===== config.mk =====
export PLATFORM = sky130hd
export DESIGN_NAME = rskg_sqrt_cell
export DESIGN_NICKNAME = d
export VERILOG_FILES = /design/src/hw/rtl/rskg_pkg.sv /design/src/hw/rtl/rskg_sqrt_cell.sv
export SDC_FILE = /design/constraint.sdc
export NUM_CORES = 1
export LEC_CHECK = 0
export BUFFER_PORTS_ARGS = -buffer_cell sky130_fd_sc_hd__clkbuf_2
export CORE_MARGIN = 3
export CORE_UTILIZATION = 35
export CTS_CLUSTER_DIAMETER = 200
export CTS_CLUSTER_SIZE = 40
export DETAILED_ROUTE_END_ITERATION = 10
export PLACE_DENSITY = 0.72
export SLEW_MARGIN = 10
export SYNTH_ARGS = -nofsm -noshare
export SYNTH_HDL_FRONTEND = slang
export SYNTH_SLANG_ARGS = --single-unit

===== constraint.sdc =====
create_clock -name clk_i -period 1.9 [get_ports clk_i]
set_clock_uncertainty 0.1 [all_clocks]
set_input_delay 0.38 -clock clk_i [delete_from_list [all_inputs] [get_ports clk_i]]
set_output_delay 0.38 -clock clk_i [all_outputs]
set_load 0.02 [all_outputs]

===== src/hw/rtl/rskg_pkg.sv =====
// Package with shared types and constants of the sort key generator.
package rskg_pkg;

  // Configuration register indexes.
  localparam logic [2:0] RegSortMode = 3'd0;
  localparam logic [2:0] RegCameraX  = 3'd1;
  localparam logic [2:0] RegCameraY  = 3'd2;
  localparam logic [2:0] RegCameraZ  = 3'd3;
  localparam logic [2:0] RegFarPlane = 3'd4;

  // Sort modes.
  localparam logic [1:0] ModeTypeKeyDist = 2'd0;
  localparam logic [1:0] ModeBackToFront = 2'd1;
  localparam logic [1:0] ModeDepthOnly   = 2'd2;
  localparam logic [1:0] ModeKeyOnly     = 2'd3;

  // Pipeline geometry.
  localparam int unsigned SqrtBits = 34;   // root bits, one cell per bit
  localparam int unsigned SqBits   = 68;   // width of the sum of squares
  localparam int unsigned DivBits  = 32;   // quotient bits, one cell per bit

  // Item payload as it enters.
  typedef struct packed {
    logic [31:0]        type_hash;
    logic signed [31:0] object_x;
    logic signed [31:0] object_y;
    logic signed [31:0] object_z;
    logic signed [31:0] depth_offset;
    logic [31:0]        item_key;
  } item_t;

  // Context travelling with an item through the cells.
  typedef struct packed {
    logic [15:0]        h16;
    logic [31:0]        item_key;
    logic signed [31:0] depth_offset;
    logic [1:0]         mode;
    logic [30:0]        far;
  } ctx_t;

  // State handed from one square-root cell to the next.
  typedef struct packed {
    logic              vld;
    logic [SqBits-1:0] rem;   // radicand minus root squared
    logic [SqrtBits-1:0] root;
    ctx_t              ctx;
  } sqrt_t;

  // State handed from one divider cell to the next.
  typedef struct packed {
    logic        vld;
    logic [31:0] rem;       // partial remainder, below far
    logic [63:0] num;       // numerator bits still to shift in, msb first
    logic [31:0] quo;
    logic [1:0]  sat;       // 0 divide, 1 zero, 2 saturate
    ctx_t        ctx;
  } div_t;

  localparam logic [1:0] SatNone = 2'd0;
  localparam logic [1:0] SatZero = 2'd1;
  localparam logic [1:0] SatMax  = 2'd2;

endpackage


===== src/hw/rtl/rskg_sqrt_cell.sv =====
// One restoring square-root cell: settles one root bit per item.
module rskg_sqrt_cell #(
  parameter int unsigned Bit = 0
) (
  input  logic            clk_i,
  input  logic            rst_ni,
  input  logic            en_i,
  input  rskg_pkg::sqrt_t in_i,
  output rskg_pkg::sqrt_t out_o
);
  localparam int unsigned W = rskg_pkg::SqBits;

  logic [W-1:0] trial;
  logic [W-1:0] root_w;
  logic         vld_q;
  rskg_pkg::sqrt_t cell_d, cell_q;

  // (2r + 2^b) * 2^b is what trying bit b adds to root squared.
  always_comb begin
    root_w = W'(in_i.root);
    trial  = (root_w << (Bit + 1)) + (W'(1) << (2 * Bit));
    cell_d = in_i;
    if (in_i.rem >= trial) begin
      cell_d.rem  = in_i.rem - trial;
      cell_d.root = in_i.root | (rskg_pkg::SqrtBits'(1) << Bit);
    end
  end

  always_ff @(posedge clk_i or negedge rst_ni) begin
    if (!rst_ni) begin
      vld_q <= 1'b0;
    end else if (en_i) begin
      vld_q <= cell_d.vld;
    end
  end

  always_ff @(posedge clk_i) begin
    if (en_i) begin
      cell_q <= cell_d;
    end
  end

  // The valid bit comes from the reset register, the payload from the data register.
  always_comb begin
    out_o     = cell_q;
    out_o.vld = vld_q;
  end
endmodule


# Word-level counts from Yosys, hierarchy flattened

Cells that the tools add are included.

Latch bits: 0
ROM bits: 0
Input bits: 219
Word-level logic and storage cells: 13
RAM bits: 0
Flip-flop bits (word level): 216
Memories kept: 0

Reduce and logical (&&, ||, !) cells: 0
Order comparisons: 1
Multiply operators: 0
Equality and inequality tests: 0
Bitwise operators: 0
Multiplexer cells: 1
Shifts and indexed selects: 0
Add/sub/neg operators: 2
Div/mod/pow operators: 0

Operator list:

| kind                    | count |
|---|---|
| $mux W102               | 1 |
| $ge A68 B36 Y1          | 1 |
| $sub A68 B36 Y68        | 1 |
| $add A35 B1 Y36 const B | 1 |

# Logic depth before layout (Yosys ltp)

Depth in word-level cells: 3
Gate-level depth with buffers: 13
Gate-level depth less buffers: 11

# Worst setup path after synthesis

OpenSTA, ideal clock, no wires.

Path kind: input to register
From: in in_i[126] in the netlist's numbering
To: reg cell_q, in the netlist out_o[199], data pin
Stages: 11
Setup time: 273 ps
Path slack: -1230 ps
Buffers on the path: 1
Data arrival time: 2757 ps
Required time: 1527 ps
Cells stage by stage: inv_1 > ha_1 > buf_2 > nand4_1 > nor3_1 > or3_1 > or3_1 > a31oi_1 > o211ai_1 > nor4b_1 > xor2_1

RTL lines:

| what                 | RTL line             | source |
|---|---|---|
| from (decl)          | rskg_sqrt_cell.sv:8  | `input rskg_pkg::sqrt_t in_i,` |
| to (signal assigned) | rskg_sqrt_cell.sv:39 | `cell_q <= cell_d;` |
| to (decl)            | rskg_sqrt_cell.sv:16 | `rskg_pkg::sqrt_t cell_d, cell_q;` |

==> results.yml <==
route:
  wl_met2_um: 20010
  avgRoutedWirePerCell_um: 20.48
  wirelength_um: 40030
  drtPass1Iterations: 5
  wl_met1_um: 15150
  drc_errors: 0
  vias_per_cell: 4.953
  routed-via-count: 9683
  ant_nets: 0
  dr_wl_met3_um: 2414
  drt-initial-drc-count: 687
  dr.max_layer_used: "met5"
yosys:
  syn_inst: 765
  yosysSeqAreaShare: 0.6540
  synth_seq_cells: 216
  yosys_warnings: 0
  syn_avg_cell_area_um2: 12.96
  yosys-top-cells-area: "edfxtp_1, ha_1, xor2_1, o21ai_0, nand2_1"
  synth_area_leader_cell: "edfxtp_1"
  synth_edf_count: 215
  synth-async-reset-ratio: 0.004630
  synth_flop_cell: "edfxtp_1"
  synth_top_cell_area_share: 0.6514
  synth_fp_nets: 1020
  syn-cell-area_mm2: 0.009911
  ys_types: 60
power:
  leakage_nw: 7.584
  peakVddDrop_mv: 0.6151
  p_per_area_mw_per_mm2: 677.2
critical_path:
  cp.required_ns: 2.16
  crit_buf_inv: 2
  crit_family: "simple AND/OR/NAND/NOR gates"
  max_stage_delay_ns: 0.61
  crit_fanout: 5
  critPathLaunchType: "input pin"
  path_cells: "clkbuf_2 > ha_4 > nand4b_1 > nor4_2 > a21boi_2 > o41a_1 > nor4_4 > buf_4 > or4_4 > nor3_4 > xor2_1"
  cp-end-kind: "flip-flop"
  crit_slowest_cell: "or4_4"
  critPathArrivalTime_ns: 3.03
  path_class: "input pin to flip-flop"
finish:
  final_cells: 1955
  multi_input_area_mm2: 0.004041
  layout_common_cells: "clkbuf_2, buf_4, edfxtp_1, dlygate4sd3_1, nand2_1"
  final_nets: 1835
  n_fill_cell: 2037
  mostFrequentLayoutCell: "clkbuf_2"
  regArea_mm2: 0.006481
  drive_above_1_share: 0.5300
  syn_to_final_growth_pct: 75.79
floorplan:
  die_area_mm2: 0.03037
  core_mm2: 0.02740
  die_w_um: 174.3
  die_h_um: 174.3
  rows: 60
  io_pins: 435
  start_util: 0.3617
flow_run:
  cap_violations: 0
placement:
  io_buffer_count: 434
  dp.final_hpwl_um: 28030
  gp_congestion: 0.8688
  placedCellCount: 1757
global_routing:
  grt_pass1_wl_um: 58390
  grtUsageTotal: 0.2469
  gr-total-overflow: 0
  grt_pass1_vias: 10002
  grt_max_degree: 55
  antenna_found_initial: 3
sta:
  fmax_ghz: 0.3611
  worstMarginPinSlew_ns: 0.4861
  hold_violations: 0
  setup_viol: 69
  finalWorstPathRequiredPeriod_ns: 2.769
  final.period_utilization: 1.457
  drv_slew: 0
  rsz0062_at_grt: "yes"
  fin_tns_setup_ns: -49.90
  fin_ws_ns: -0.8691
  max-slew-margin-rel: 0.6729
clock_tree:
  tritoncts: "built"
  root_buffer: "clkbuf_16"
  cts.path.max_buffers: 3
  cts.clk_slew.worst_paths_ns: 0.16
  cts.sinks: 216
  htreeDepth: 1
  cts_made_buffers: 9
  clkLatencyLatePin_ns: 0.48
worst_hold_path:
  worstHoldPathType: "input pin to flip-flop"
run_status:
  status: "finished, violations left"
  violations: "setup timing"
==> path summary, 6_finish.rpt <==
path,start,endpoint,slack [ns],cells after the start
worst max-delay path,in_i[180],out_o[204],-0.87,11
worst min register to register,vld_q,vld_q,0.46,1
max in group asynchronous,rst_ni,vld_q,1.50,2
worst max register to register,vld_q,vld_q,1.02,1
worst min-delay path,in_i[130],out_o[130],0.01,1
min in group asynchronous,rst_ni,vld_q,0.12,2
==> per-layer routing <==
layer | track usage | vias to the layer above
li1 | - | 4475
met1 | 0.2904 | 4678
met2 | 0.4310 | 418
met3 | 0.04412 | 110
met4 | 0.1290 | 2
met5 | 0 | -
==> layout make-up <==
cell class / instances / share of cell area
inverter: 44 / 0.01077
sequential: 216 / 0.3720
tap: 372 / 0.02672
clock buffer: 11 / 0.01336
timing repair buffer: 831 / 0.3431
clock inverter: 1 / 0.001724
multi-input combinational: 478 / 0.2320
antenna: 2 / 0.0002873
==> cells in the mapped netlist, drive strengths merged (2+ instances only) <==
| cell type | number |
|---|---|
| a2111o | 2 |
| a211o | 3 |
| a211oi | 4 |
| a21boi | 4 |
| a21o | 13 |
| a21oi | 37 |
| a31o | 2 |
| a31oi | 9 |
| and2 | 4 |
| and3 | 5 |
| buf | 11 |
| clkbuf | 16 |
| edfxtp | 215 |
| ha | 35 |
| inv | 44 |
| mux2 | 2 |
| mux2i | 2 |
| nand2 | 73 |
| nand2b | 4 |
| nand3 | 10 |
| nand4 | 14 |
| nor2 | 39 |
| nor2b | 3 |
| nor3 | 23 |
| nor3b | 4 |
| nor4 | 19 |
| o211ai | 6 |
| o21a | 3 |
| o21ai | 55 |
| o21bai | 4 |
| or2 | 2 |
| or3 | 10 |
| or4 | 7 |
| xnor2 | 21 |
| xor2 | 41 |
==> through the flow <==
stage	setup WS [ns]	util	hold slack (ns)	cell area (µm²)	power (mW)
finish	-0.8691	0.6358	0.01467	17420	11.80
global route	-0.9978	0.6358	0.004659	17420	12.25
CTS	-0.8480	0.6200	0.0004223	16990	11.68
detailed placement	-1.634	0.5245	0.05703	14370	8.882
global placement	-1.499	0.5245	0.05570	14370	8.856
floorplan	-1.068	-	-0.01559	10260	7.378
==> power breakdown <==
part           total (mW)  switching [mW]  internal [mW]
clock                2.40            1.48          0.913
sequential           5.91           0.146           5.76
combinational        3.49            1.94           1.55
total                11.8            3.57           8.23
==> timing repair <==
action	4_1_cts	5_1_grt
gates resized for setup	129	84
setup buffers	27	12
endpoints found under the setup margin	69	69
pin swaps	47	27
gates cloned	7	1
hold buffers	140	3
endpoints found under the hold margin	140	3
==> flip-flops by register name, summed over array words and instances (netlist names) <==
| signal | count |
|---|---|
| out_o | 215 |
| vld_q | 1 |
==> kinds of logic (layout without fill, tap and decap cells) <==
family	after synthesis	count (layout)	synth area share
flip-flops	216	216	0.6540
other	0	2	0
AND/OR/NAND/NOR	223	223	0.1164
XOR/XNOR	62	62	0.05479
AO/OA/AOI/OAI	153	153	0.09469
adder cells (fa/ha/maj)	36	36	0.04621
buffers and inverters	71	887	0.02967
multiplexers	4	4	0.004292
Note: power is estimated with default switching activity, not from simulation.
