[src/hw/rtl/rskg_pkg.sv]
// Package with shared types and constants of the sort key generator.
package rskg_pkg;

  // Configuration register indexes.
  localparam logic [2:0] RegSortMode = 3'd0;
  localparam logic [2:0] RegCameraX  = 3'd1;
  localparam logic [2:0] RegCameraY  = 3'd2;
  localparam logic [2:0] RegCameraZ  = 3'd3;
  localparam logic [2:0] RegFarPlane = 3'd4;

  // Sort modes.
  localparam logic [1:0] ModeTypeKeyDist = 2'd0;
  localparam logic [1:0] ModeBackToFront = 2'd1;
  localparam logic [1:0] ModeDepthOnly   = 2'd2;
  localparam logic [1:0] ModeKeyOnly     = 2'd3;

  // Pipeline geometry.
  localparam int unsigned SqrtBits = 34;   // root bits, one cell per bit
  localparam int unsigned SqBits   = 68;   // width of the sum of squares
  localparam int unsigned DivBits  = 32;   // quotient bits, one cell per bit

  // Item payload as it enters.
  typedef struct packed {
    logic [31:0]        type_hash;
    logic signed [31:0] object_x;
    logic signed [31:0] object_y;
    logic signed [31:0] object_z;
    logic signed [31:0] depth_offset;
    logic [31:0]        item_key;
  } item_t;

  // Context travelling with an item through the cells.
  typedef struct packed {
    logic [15:0]        h16;
    logic [31:0]        item_key;
    logic signed [31:0] depth_offset;
    logic [1:0]         mode;
    logic [30:0]        far;
  } ctx_t;

  // State handed from one square-root cell to the next.
  typedef struct packed {
    logic              vld;
    logic [SqBits-1:0] rem;   // radicand minus root squared
    logic [SqrtBits-1:0] root;
    ctx_t              ctx;
  } sqrt_t;

  // State handed from one divider cell to the next.
  typedef struct packed {
    logic        vld;
    logic [31:0] rem;       // partial remainder, below far
    logic [63:0] num;       // numerator bits still to shift in, msb first
    logic [31:0] quo;
    logic [1:0]  sat;       // 0 divide, 1 zero, 2 saturate
    ctx_t        ctx;
  } div_t;

  localparam logic [1:0] SatNone = 2'd0;
  localparam logic [1:0] SatZero = 2'd1;
  localparam logic [1:0] SatMax  = 2'd2;

endpackage

[src/hw/rtl/rskg_div_cell.sv]
// One restoring divider cell: settles one quotient bit per item.
module rskg_div_cell (
  input  logic           clk_i,
  input  logic           rst_ni,
  input  logic           en_i,
  input  rskg_pkg::div_t in_i,
  output rskg_pkg::div_t out_o
);
  logic [32:0] shifted;
  logic [32:0] diff;
  logic        vld_q;
  rskg_pkg::div_t cell_d, cell_q;

  // Shift in the next numerator bit and subtract the far plane if it fits.
  always_comb begin
    shifted = {in_i.rem, in_i.num[63]};
    diff    = shifted - {2'b00, in_i.ctx.far};
    cell_d  = in_i;
    cell_d.num = {in_i.num[62:0], 1'b0};
    if (!diff[32]) begin
      cell_d.rem = diff[31:0];
      cell_d.quo = {in_i.quo[30:0], 1'b1};
    end else begin
      cell_d.rem = shifted[31:0];
      cell_d.quo = {in_i.quo[30:0], 1'b0};
    end
  end

  always_ff @(posedge clk_i or negedge rst_ni) begin
    if (!rst_ni) begin
      vld_q <= 1'b0;
    end else if (en_i) begin
      vld_q <= cell_d.vld;
    end
  end

  always_ff @(posedge clk_i) begin
    if (en_i) begin
      cell_q <= cell_d;
    end
  end

  // The valid bit comes from the reset register, the payload from the data register.
  always_comb begin
    out_o     = cell_q;
    out_o.vld = vld_q;
  end
endmodule

[config.mk]
export PLATFORM = sky130hd
export DESIGN_NAME = rskg_div_cell
export DESIGN_NICKNAME = d
export VERILOG_FILES = /design/src/hw/rtl/rskg_pkg.sv /design/src/hw/rtl/rskg_div_cell.sv
export SDC_FILE = /design/constraint.sdc
export NUM_CORES = 1
export LEC_CHECK = 0
export ABC_AREA = 0
export BUFFER_PORTS_ARGS = -buffer_cell sky130_fd_sc_hd__buf_2
export CAP_MARGIN = 30
export CORE_AREA = 2 2 188 190
export CTS_CLUSTER_DIAMETER = 200
export DETAILED_ROUTE_END_ITERATION = 12
export DIE_AREA = 0 0 190 192
export GPL_TIMING_DRIVEN = 1
export PLACE_DENSITY = 0.57
export REMOVE_ABC_BUFFERS = 1
export SYNTH_ARGS = -nofsm -noshare
export SYNTH_HDL_FRONTEND = slang
export SYNTH_SLANG_ARGS = --single-unit
[constraint.sdc]
create_clock -name clk_i -period 0.95 [get_ports clk_i]
set_input_delay 0.095 -clock clk_i [delete_from_list [all_inputs] [get_ports clk_i]]
set_output_delay 0.095 -clock clk_i [all_outputs]
set_load 0.1 [all_outputs]
# Word level (Yosys, flattened, before mapping)
# Cells that the tools add are included.
[totals]
ff_bits = 243
inputBits = 247
output_inout_bits = 244
wordCells = 13
[op_classes]
addsub = 1
mux = 2
[op_table]
columns = ["op", "n"]
rows = [
  ["33-bit by 31-bit subtractor with 33-bit output", 1],
  ["32-bit 2-to-1 mux", 1],
  ["1-bit 2-to-1 mux", 1],
]

# Longest topological paths before layout
# Gate-level depths: netlist (run 1).
[logic_depth]
word_depth = 2
ltp_mapped = 14
ltp_nobuf = 12

# Worst setup path after synthesis (run 1)
# OpenSTA, ideal clock, no wires.
[synth_path]
path_type = "input to register"
from = "input port in_i[210] in the netlist's numbering"
to = "register cell_q (netlist bit out_o[219]), data pin"
setup_ns = 0.260
t_arrival_ns = 2.471
t_required_ns = 0.690
path_slack_ns = -1.782
stages = 13
path_buffers = 2
path_cell_list = "inv_1 -> ha_1 -> fa_1 -> nor2b_1 -> o211ai_1 -> a211oi_2 -> nor2_1 -> o21ai_2 -> mux2i_1 -> and4_4 -> buf_6 -> buf_8 -> mux2_4"
[synth_lines]
columns = ["element", "line_no", "text"]
rows = [
  ["from (decl)", "rskg_div_cell.sv:6", "input rskg_pkg::div_t in_i,"],
  ["to (signal assigned)", "rskg_div_cell.sv:39", "cell_q <= cell_d;"],
  ["to (decl)", "rskg_div_cell.sv:12", "rskg_pkg::div_t cell_d, cell_q;"],
]

==> key figures, run 1 <==
Yosys
  • Synth Area in Adders: 0.0426
  • Cells after synthesis: 563
  • Synth Cell Area: 0.00958 sq mm
  • #FFs+latches synth: 243
  • Post-synthesis mux area share: 0.0364
  • Number of flops mapped to enable cells by yosys: 242
  • Largest family of logic cells by synthesized area: compound AO/OA/AOI/OAI gates
  • Cell accounting for the most synthesized area: edfxtp_1
  • Post-synthesis sequential area ratio: 0.761
  • Synth warn: 0
  • Post-Synth XOR/XNOR Area: 0.0256
  • Ys async rst share: 0.00412
  • Top cells by area, synth: edfxtp_1 76%, ha_1 4.0%, a21oi_1 1.9%
  • Simple-Gate Fraction of Synth Area: 0.0405
  • Syn_area_per_cell: 17.0 sq um
  • Synth Area in Compound Gates: 0.0710
  • Synth cell types: 52
  • Top FF cell, synth: edfxtp_1
  • Synth top area share: 0.759

Floorplan
  • Core ar.: 0.0343 sq mm
  • Chip width: 190 microns
  • Die extent in y: 192 microns
  • Die ar.: 0.0365 sq mm
  • Top Ports: 491
  • Cell row count: 68
  • Initial Util: 0.279

STA
  • Final hold slack: 0.0238 ns
  • Min Tclk post-route: 2.27 ns
  • Final WS setup: -1.32 ns
  • Fin crit share: 2.38
  • Fin. max-slew vios: 0
  • Final Hold Viols: 0
  • Final worst clock skew: 0 ns
  • Final setup fails: 276
  • Worst Tran Pin Value: 0.550 ns
  • Max Fclk: 441 MHz
  • Rel. slew slack: 0.624
  • RSZ-0062 raised after global routing: yes

Clock network
  • Clk_lat worst skew: 0.54 ns
  • Clk sinks: 243
  • H-tree Lvls: 1
  • Clock-pin slew on the worst setup and hold paths: 0.06 ns
  • Clk buf depth: 3
  • CTS Root Cell: clkbuf_16
  • Total CTS buffers: 29
  • TritonCTS clock tree: done

GRT
  • Met2 usage in global routing: 0.390
  • First-pass GRT wire length: 58.2 mm
  • Global-route track usage on met3: 0.0519
  • GR Overflow Total: 0
  • Largest net degree at the start of global routing: 42
  • Total track usage: 0.215
  • Vias in the first global route: 9130
  • Initial antenna violation count: 9
  • GR peak layer: met2
  • Met1 Track Usage GR: 0.244

Setup path
  • Critical path endpoint category: register
  • Critical path type: primary input to register
  • CP startpoint kind: primary input
  • Reg-to-Reg End: vld_q
  • CP arrival: 2.56 ns
  • Worst Reg-to-Reg Cells: 1
  • R2r setup slk: 0.11 ns
  • CP required: 1.24 ns
  • CP Max Fanout: 8
  • Slowest CP cell: fa_2
  • Reg2Reg Launch Point: vld_q
  • Critical path's largest stage delay: 0.38 ns
  • Crit-path cells: buf_6 -> inv_4 -> ha_4 -> fa_2 -> nor2b_4 -> o211ai_1 -> a211oi_2 -> nor2_2 -> o21ai_2 -> mux2i_1 -> and4_4 -> buf_12 -> mux2_4

Finish
  • Nets: 1742
  • Cell Count, Final, Fillers Out: 1944
  • Commonest non-fill, non-tap cell in the layout: buf_12
  • Fin area: 0.0209 sq mm
  • Most frequent cells in the layout: 248 x buf_12, 245 x dlygate4sd3_1, 242 x buf_2, 242 x edfxtp_1, 136 x buf_4
  • Fillers: 2490
  • Area grow syn2layout: 118%
  • Share of layout cells above drive strength 1: 0.492

Pwr
  • Int Power: 24.7 mW
  • Gate power share: 0.393
  • Pwr Density: 1890 mW/mm^2
  • Flop pwr share: 0.351
  • Sw Ratio: 0.372
  • Pleak: 8.99 nW
  • Clock share of power: 0.257
  • Maximum vdd ir drop: 1.38 mV
  • Net Sw Power: 14.7 mW

Route
  • Total routed wirelength: 40.5 mm
  • 1st-iter DRT viols: 507
  • Routed vias/inst: 4.45
  • Antenna viol nets, final: 0
  • Drt drc: 0
  • Vias post-DR: 8651
  • Wirelength per Cell: 20.8 microns
  • Pre-antenna DRT Iters: 4

Run status
  • Status: finished, violations left
  • Failing checks: negative setup slack

Hold path
  • Min-delay src: in_i[235]
  • Hold Path Sink: out_o[236]
  • Hold Crit Class: primary input to register
  • WHS Path Cells: 4

Place
  • Number of I/O port buffers: 488
  • Placed Area: 0.0173 sq mm
  • Place WS: -2.07 ns
  • DP Wirelength: 28.9 mm
  • GPL Wtd Cong: 0.890
  • Placed Instances: 1634

Run
  • MaxCap Viol Count: 0
## power by group through the flow
stage / combinational, mW / sequential, mW / clock (mW)
5_1_grt: 15.9 / 13.9 / 10.8
3_3_place_gp: 14.2 / 14.0 / 0
3_5_place_dp: 14.3 / 14.0 / 0
2_1_floorplan: 1.44 / 20.3 / 0
6_report: 15.5 / 13.8 / 10.1
4_1_cts: 15.4 / 13.8 / 10.4
## how the worst max path moves through the flow
stage          cells past startpoint  slack, ns  startpoint          to
2_1_floorplan                     11      -1.87   in_i[210]  out_o[213]
3_3_place_gp                      13      -2.02   in_i[210]  out_o[232]
3_5_place_dp                      12      -2.07     in_i[0]  out_o[232]
4_1_cts                           13      -1.43   in_i[210]  out_o[230]
5_1_grt                           13      -1.44   in_i[210]  out_o[221]
6_report                          13      -1.32   in_i[210]  out_o[230]
## per-layer routing
layer	up-vias	wire [microns]
met2	367	21100
met4	8	1600
met5	-	51
met1	4225	14800
li1	3967	-
met3	84	2880
## cell type report
cell class              instances  area [sq um]  share of cell area
repair buffers                882          9800               0.469
inverters                      36           138             0.00659
multi-input cells             271          2230               0.107
diodes                          3          7.51            0.000359
clock inverters                18           106             0.00509
clock buffers                  36           752              0.0360
flip-flops and latches        243          7290               0.349
well taps                     455           569              0.0272
## worst max-delay path, delay by kind of cell
family | cells | cell delay, ns
mux | 2 | 0.49
buf+inv | 3 | 0.29
simple gates | 3 | 0.55
fa+ha+maj | 2 | 0.53
compound gates | 3 | 0.60
## repair_timing
action,in CTS,in global routing
setup endpoints to repair,276,276
pin swaps,13,14
gates cloned,1,0
setup buffers,6,2
hold endpoints to repair,246,1
gates resized for setup,42,9
hold buffers,244,1
## cells in the mapped netlist (2+ instances only)
| master | count |
|---|---|
| ha_1 | 31 |
| edfxtp_1 | 242 |
| nand4_1 | 4 |
| mux2_4 | 10 |
| nor2_1 | 25 |
| xor2_1 | 10 |
| a211oi_1 | 2 |
| and2_1 | 3 |
| o21ai_1 | 2 |
| buf_2 | 3 |
| nor2b_1 | 6 |
| o211ai_1 | 4 |
| o2bb2ai_1 | 3 |
| mux2_2 | 15 |
| clkbuf_1 | 6 |
| a21o_1 | 13 |
| buf_4 | 2 |
| o21ai_0 | 14 |
| nand3_1 | 7 |
| mux2i_1 | 3 |
| inv_1 | 36 |
| nor3_1 | 4 |
| or3_1 | 4 |
| o21a_1 | 6 |
| and3_1 | 2 |
| a211o_1 | 4 |
| xnor2_1 | 18 |
| nand2_1 | 14 |
| a21oi_1 | 36 |
| nand2b_1 | 5 |
| o21bai_1 | 4 |
| a31oi_1 | 4 |
| a2111oi_0 | 2 |
## cells by family after synthesis
group	after synthesis
other	1
XOR/XNOR	28
AND/OR/NAND/NOR	78
adder cells (fa/ha/maj)	32
multiplexers	28
flip-flops	243
AO/OA/AOI/OAI	104
buffers and inverters	49
## metrics by stage
stage / util / TNS (ns) / power [mW]
after detailed placement: 0.504 / -66.58 / 28.3
after global placement: 0.504 / -64.40 / 28.2
final: 0.609 / -115.48 / 39.4
after floorplan: - / -71.42 / 21.8
after global routing: 0.609 / -128.32 / 40.6
after CTS: 0.607 / -126.61 / 39.6
## registers in the layout, summed over array words and instances, names as in the netlist
signal / flops
out_o: 242
vld_q: 1
(Power assumes the default switching activity.)
==> run 2, diff against run 1 <==
CORE_AREA = 2 2 192 194   (was 2 2 188 190)
DIE_AREA = 0 0 194 196   (was 0 0 190 192)
clock period = 2 ns   (was 0.95 ns; I/O delays follow)
==> run 2 against run 1 <==
  * The run still ends with negative setup slack left
  * Sequential cell count is the same
  * Power shrank 57%
  * Clock power shrank 52%
  * Largest power group is now registers
  * Highest routed layer unchanged
==> key figures, run 2 (synthesized netlist as in run 1, its figures left out) <==
Floorplan
  • Cell row count: 70 (was 68)
  • Core ar.: 0.0361 sq mm (was 0.0343 sq mm)
  • Die ar.: 0.0380 sq mm (was 0.0365 sq mm)
  • Top Ports: 491 (unchanged)
  • Chip width: 194 microns (was 190 microns)
  • Initial Util: 0.265 (was 0.279)
  • Die extent in y: 196 microns (was 192 microns)

Route
  • Total routed wirelength: 36.7 mm (was 40.5 mm)
  • Pre-antenna DRT Iters: 4 (unchanged)
  • Routed vias/inst: 4.32 (was 4.45)
  • 1st-iter DRT viols: 329 (was 507)
  • Antenna viol nets, final: 0 (unchanged)
  • Vias post-DR: 8352 (was 8651)
  • Wirelength per Cell: 19.0 microns (was 20.8 microns)
  • Drt drc: 0 (unchanged)

Run status
  • Status: finished, violations left (unchanged)
  • Failing checks: negative setup slack (unchanged)

GRT
  • Initial antenna violation count: 8 (was 9)
  • First-pass GRT wire length: 53.0 mm (was 58.2 mm)
  • GR Overflow Total: 0 (unchanged)
  • Total track usage: 0.183 (was 0.215)
  • Vias in the first global route: 8762 (was 9130)
  • Largest net degree at the start of global routing: 44 (was 42)

Clock network
  • Clock-pin slew on the worst setup and hold paths: 0.07 ns (was 0.06 ns)
  • TritonCTS clock tree: done (unchanged)
  • Clk buf depth: 3 (unchanged)
  • Clk sinks: 243 (unchanged)
  • H-tree Lvls: 1 (unchanged)
  • Total CTS buffers: 28 (was 29)
  • CTS Root Cell: clkbuf_16 (unchanged)
  • Clk_lat worst skew: 0.54 ns (about the same)

STA
  • Max Fclk: 418 MHz
  • Final worst clock skew: 0 ns (unchanged)
  • Final setup fails: 33 (was 276)
  • Final WS setup: -0.391 ns (was -1.32 ns)
  • Fin crit share: 1.20
  • Rel. slew slack: 0.612 (was 0.624)
  • Final Hold Viols: 0 (unchanged)
  • RSZ-0062 raised after global routing: yes (unchanged)
  • Min Tclk post-route: 2.39 ns
  • Worst Tran Pin Value: 0.576 ns (was 0.550 ns)
  • Fin. max-slew vios: 0 (unchanged)

Finish
  • Final core occ: 0.474 (was 0.609)
  • Most frequent cells in the layout: 485 x buf_2, 242 x edfxtp_1, 230 x dlygate4sd3_1 (was 248 x buf_12, 245 x dlygate4sd3_1, 242 x buf_2, 242 x edfxtp_1, 136 x buf_4)
  • Nets: 1719 (was 1742)
  • Area grow syn2layout: 78.6% (was 118%)
  • Cell Count, Final, Fillers Out: 1934 (was 1944)
  • Multi-input gate area: 0.00224 sq mm (was 0.00223 sq mm)
  • Share of layout cells above drive strength 1: 0.497 (was 0.492)
  • Total area of sequential cells: 0.00729 sq mm (about the same)
  • Commonest non-fill, non-tap cell in the layout: buf_2 (was buf_12)
  • Max FFs per register: 242 (unchanged)
  • Fillers: 3214 (was 2490)

Setup path
  • Critical path endpoint category: register (unchanged)
  • Critical path type: primary input to register (unchanged)
  • CP startpoint kind: primary input (unchanged)
  • Top cell family by delay on the critical path: compound AO/OA/AOI/OAI gates (unchanged)
  • Worst path bufs/invs: 3 (unchanged)
  • CP Max Fanout: 10 (was 8)
  • Slowest CP cell: fa_2 (unchanged)
  • Critical path's largest stage delay: 0.35 ns (was 0.38 ns)
  • Crit-path cells: buf_8 -> inv_4 -> ha_4 -> fa_2 -> nor2b_2 -> o211ai_1 -> a211oi_4 -> nor2_2 -> o21ai_2 -> mux2i_1 -> and4_4 -> buf_12 -> mux2_4 (was buf_6 -> inv_4 -> ha_4 -> fa_2 -> nor2b_4 -> o211ai_1 -> a211oi_2 -> nor2_2 -> o21ai_2 -> mux2i_1 -> and4_4 -> buf_12 -> mux2_4)
  • CP required: 2.29 ns (was 1.24 ns)
  • CP arrival: 2.68 ns (was 2.56 ns)

Place
  • Number of I/O port buffers: 488 (unchanged)
  • GPL Wtd Cong: 0.846 (was 0.890)
  • Placed Instances: 1632 (was 1634)
  • DP Wirelength: 26.0 mm (was 28.9 mm)
  • Place WS: -1.21 ns (was -2.07 ns)

Pwr
  • Maximum vdd ir drop: 0.800 mV (was 1.38 mV)
  • Pwr Density: 993 mW/mm^2 (was 1890 mW/mm^2)
  • Pleak: 7.56 nW (was 8.99 nW)

Run
  • MaxCap Viol Count: 0 (unchanged)

Hold path
  • Hold Crit Class: primary input to register (unchanged)
## run 2: cell count changes in the layout (fill, tap and decap cells not counted), moves of 3 or more
cell | before | now
buf_2 | 242 | 485
clkinv_2 | 9 | 3
dlygate4sd3_1 | 245 | 230
clkbuf_1 | 7 | 4
buf_6 | 8 | 3
buf_4 | 136 | 128
buf_12 | 248 | 10
## run 2: area by class of cell
class | instances | share of cell area
Antenna cell | 5 | 0.000731
Inverter | 36 | 0.00804
Clock buffer | 33 | 0.0433
Sequential cell | 243 | 0.426
Tap cell | 468 | 0.0342
Multi-Input combinational cell | 271 | 0.131
Clock inverter | 18 | 0.00680
Timing Repair Buffer | 860 | 0.350
## run 2: path summary, 6_finish.rpt
kind | from | to | slack [ns] | cells after the start
setup reg to reg | vld_q | vld_q | 1.25 | 1
max in group asynchronous | rst_ni | vld_q | 1.40 | 3
hold / removal | in_i[224] | out_o[225] | 0.02 | 2
hold reg to reg | vld_q | vld_q | 0.52 | 1
setup / recovery | in_i[210] | out_o[221] | -0.39 | 13
min in group asynchronous | rst_ni | vld_q | 0.49 | 3
## run 2: report_power, final
part | switching [mW] | internal (mW)
clock | 2.13 | 2.66
sequential | 0.127 | 6.14
combinational | 4.40 | 1.54
total | 6.66 | 10.3
## run 2: per-stage QoR
step                hold slack, ns  setup TNS (ns)  total power, mW  area [sq um]
finish                      0.0199          -10.78             17.0         17100
global route               0.00375          -14.27             17.6         17100
CTS                        0.00864          -15.62             17.2         17100
detailed placement         -0.0192          -36.83             11.7         13600
global placement           -0.0237          -34.96             11.7         13600
floorplan                  -0.0956          -28.03             10.3          9500
## run 2: timing repair
action	CTS	global route
setup endpoints to repair	33	33
endpoints found under the hold margin	229	0
gates resized for setup	33	23
pin swaps	7	15
hold buffers	230	0
setup buffers	17	1
cloned	2	0
## run 2: metal layers
metal	wire length [microns]	global-route usage	up-vias
li1	-	-	3909
met1	14200	0.213	3998
met2	18500	0.321	364
met3	2340	0.0416	77
met4	1680	0.0856	4
met5	31	0	-
==> run 3, diff against run 2 <==
CORE_AREA = 2 2 189 191   (was 2 2 192 194)
CTS_BUF_LIST = sky130_fd_sc_hd__clkbuf_2   (was default)
DIE_AREA = 0 0 191 193   (was 0 0 194 196)
PLACE_DENSITY = 0.58   (was 0.57)
SETUP_SLACK_MARGIN = 0.5   (was default)
==> run 3 against run 2 <==
  * The run now fails in clock tree synthesis (4_1_cts)
  * Synthesized cell count stayed put
  * Area after synthesis stayed put
==> key figures, run 3 <==
Run status
  • Status: did not finish (was finished, violations left)
  • Halt Stage: clock tree synthesis (4_1_cts)
  • Err: [ERROR RSZ-0060] Max buffer count reached.

Yosys
  • Most frequent cell after synthesis: edfxtp_1 (unchanged)
  • Ys async rst share: 0.00412 (unchanged)
  • Cells after synthesis: 563 (unchanged)
  • Top FF cell, synth: edfxtp_1 (unchanged)
  • Top cells by area, synth: edfxtp_1 76%, ha_1 4.0%, a21oi_1 1.9% (unchanged)
  • Synth warn: 0 (unchanged)
  • Top cells by count, synth: 242 x edfxtp_1, 36 x a21oi_1, 36 x inv_1, 31 x ha_1, 25 x nor2_1 (unchanged)
  • Synth Cell Area: 0.00958 sq mm (unchanged)
  • Cell accounting for the most synthesized area: edfxtp_1 (unchanged)
  • Post-synthesis sequential area ratio: 0.761 (unchanged)
  • Synth cell types: 52 (unchanged)
  • #FFs+latches synth: 243 (unchanged)
  • Number of flops mapped to enable cells by yosys: 242 (unchanged)
  • Syn_area_per_cell: 17.0 sq um (unchanged)
  • Synth top area share: 0.759 (unchanged)

Floorplan
  • Initial Util: 0.274 (was 0.265)
  • Chip width: 191 microns (was 194 microns)
  • Cell row count: 69 (was 70)
  • Die extent in y: 193 microns (was 196 microns)
  • Top Ports: 491 (unchanged)

Place
  • GPL Wtd Cong: 0.874 (was 0.846)
  • Number of I/O port buffers: 488 (unchanged)
  • Placed Area: 0.0135 sq mm (was 0.0136 sq mm)
  • DP Wirelength: 26.0 mm (about the same)

Clock network
  • Post-cts sizing count: 605 (was 33)
  • CTS Root Cell: clkbuf_2 (was clkbuf_16)
  • Hold buffers post-CTS: 350 (was 230)
  • Clk sinks: 243 (unchanged)
  • H-tree Lvls: 3 (was 1)
  • Total CTS buffers: 68 (was 28)
  • Clk buf depth: 3 (unchanged)
  • Post-CTS setup buffers: 18 (was 17)
==> run 3: cell counts after synthesis <==
No cell type changed its count.
==> run 3: cells by family after synthesis <==
logic type	share of synthesized area
adder cells (fa/ha/maj)	0.0426
AND/OR/NAND/NOR	0.0405
buffers and inverters	0.0223
XOR/XNOR	0.0256
flip-flops	0.761
other	0.000391
AO/OA/AOI/OAI	0.0710
multiplexers	0.0364
==> run 3: metrics by stage <==
stage / cells / utilization / setup WS, ns / setup TNS (ns)
floorplan: 550 / - / -0.925 / -28.03
global placement: 1623 / 0.388 / -1.02 / -31.36
detailed placement: 1623 / 0.388 / -1.07 / -32.79
==> run 4, diff against run 3 <==
CORE_AREA = 2 2 193 195   (was 2 2 189 191)
CTS_BUF_LIST = default   (was sky130_fd_sc_hd__clkbuf_2)
CTS_CLUSTER_DIAMETER = default   (was 200)
DIE_AREA = 0 0 195 197   (was 0 0 191 193)
PLACE_DENSITY = default   (was 0.58)
PLACE_DENSITY_LB_ADDON = 0.15   (was default)
SETUP_SLACK_MARGIN = default   (was 0.5)
clock period = 2.6 ns   (was 2 ns; I/O delays follow)
==> run 4 against run 3 <==
  * The flow now finishes, with violations (negative setup slack)
==> key figures, run 4 (synthesized netlist as in run 1, its figures left out) <==
Pwr
  • Pwr Density: 792 mW/mm^2
  • Total power draw: 13.3 mW
  • Maximum vdd ir drop: 0.450 mV
  • Pleak: 7.42 nW

Route
  • Total routed wirelength: 35.8 mm
  • M1 WL: 13.8 mm
  • Top routing layer used: met5
  • Pre-antenna DRT Iters: 4
  • Vias post-DR: 7961
  • Antenna viol nets, final: 0
  • Wirelength per Cell: 18.9 microns
  • Met2 routed WL: 18.4 mm
  • Drt drc: 0
  • Routed vias/inst: 4.21
  • WL met3: 2.11 mm
  • 1st-iter DRT viols: 397

Setup path
  • CP required: 2.89 ns
  • Reg-to-Reg End: vld_q
  • Worst path bufs/invs: 5
  • Reg2Reg Launch Point: vld_q
  • Critical path's largest stage delay: 0.52 ns
  • Critical path depth: 12
  • Critical path type: primary input to register
  • End of the critical path: out_o[233]
  • Worst Setup SP: in_i[26]
  • Worst Reg-to-Reg Cells: 1
  • CP Max Fanout: 6
  • Slowest CP cell: dlygate4sd3_1
  • CP startpoint kind: primary input
  • Top cell family by delay on the critical path: buffers and inverters
  • CP arrival: 2.91 ns
  • Crit-path cells: dlygate4sd3_1 -> buf_2 -> inv_1 -> ha_1 -> nor2b_1 -> o21ai_1 -> nand2b_1 -> buf_4 -> a31oi_2 -> and4_4 -> clkbuf_16 -> mux2_4
  • R2r setup slk: 1.86 ns
  • Critical path endpoint category: register

Floorplan
  • Initial Util: 0.264 (was 0.274)
  • Cell row count: 70 (was 69)
  • Die ar.: 0.0384 sq mm
  • Chip width: 195 microns (was 191 microns)
  • Die extent in y: 197 microns (was 193 microns)
  • Top Ports: 491 (unchanged)
  • Core ar.: 0.0363 sq mm

Clock network
  • Clock-pin slew on the worst setup and hold paths: 0.06 ns
  • H-tree Lvls: 1 (was 3)
  • Clk sinks: 243 (unchanged)
  • CTS Root Cell: clkbuf_16 (was clkbuf_2)
  • Clk buf depth: 3 (unchanged)
  • Total CTS buffers: 29 (was 68)
  • Clk_lat worst skew: 0.54 ns
  • TritonCTS clock tree: done

STA
  • Max Fclk: 382 MHz
  • Fin crit share: 1.01
  • Worst Tran Pin Value: 0.636 ns
  • RSZ-0062 raised after global routing: yes
  • Final hold slack: 0.0356 ns
  • Rel. slew slack: 0.576
  • Final worst clock skew: 0 ns
  • Min Tclk post-route: 2.62 ns
  • Final WS setup: -0.0162 ns
  • Setup TNS Final: -0.0735 ns
  • Fin. max-slew vios: 0
  • Final Hold Viols: 0
  • Final setup fails: 8

GRT
  • GR Overflow Total: 0
  • Largest net degree at the start of global routing: 72
  • First-pass GRT wire length: 50.7 mm
  • Initial antenna violation count: 4
  • Vias in the first global route: 8361
  • Total track usage: 0.176

Finish
  • Commonest non-fill, non-tap cell in the layout: buf_2
  • Most frequent cells in the layout: 485 x buf_2, 242 x edfxtp_1, 216 x dlygate4sd3_1
  • Area grow syn2layout: 74.8%
  • Max FFs per register: 242
  • Cell Count, Final, Fillers Out: 1892
  • Share of layout cells above drive strength 1: 0.483
  • Nets: 1681
  • Final core occ: 0.462
  • Fillers: 3362
  • Fin area: 0.0167 sq mm

Place
  • Placed Instances: 1613 (was 1623)
  • Number of I/O port buffers: 488 (unchanged)
  • Placed Area: 0.0134 sq mm (was 0.0135 sq mm)
  • DP Wirelength: 26.4 mm (was 26.0 mm)
  • GPL Wtd Cong: 0.849 (was 0.874)
  • Place WS: -0.580 ns (was -1.07 ns)

Run status
  • Status: finished, violations left (was did not finish)
  • Failing checks: negative setup slack

Hold path
  • Hold Crit Class: primary input to register

Run
  • MaxCap Viol Count: 0
## run 4: final cells by class
class	count	area, sq um	area share
tap	468	586	0.0350
multi-input combinational	271	2180	0.130
inverter	36	140	0.00837
timing repair buffer	821	5620	0.336
clock inverter	19	188	0.0112
antenna	1	2.50	0.000149
clock buffer	33	741	0.0442
sequential	243	7290	0.435
## run 4: worst min path at each step
stage	start	to	slack, ns	depth (start not counted)
finish	in_i[218]	out_o[219]	0.04	2
global route	in_i[230]	out_o[231]	0.005	2
CTS	in_i[218]	out_o[219]	0.00005	2
detailed placement	rst_ni	vld_q	0.04	1
global placement	rst_ni	vld_q	0.04	1
floorplan	rst_ni	vld_q	-0.04	0
## run 4: timing repair
action	CTS	global route
endpoints found under the hold margin	215	0
resized for setup	1	30
hold buffers	216	0
pin swaps	0	9
cloned	0	4
setup buffers	1	5
endpoints found under the setup margin	3	32
## run 4: layer usage
| metal | track usage | vias to the layer above |
|---|---|---|
| li1 | - | 3837 |
| met5 | 0 | - |
| met1 | 0.200 | 3759 |
| met3 | 0.0376 | 70 |
| met4 | 0.0772 | 6 |
| met2 | 0.317 | 289 |
## run 4: power by group
group	internal [mW]	switching [mW]	total, mW
sequential	4.72	0.0809	4.80
clock	2.35	1.64	3.98
combinational	1.12	3.36	4.47
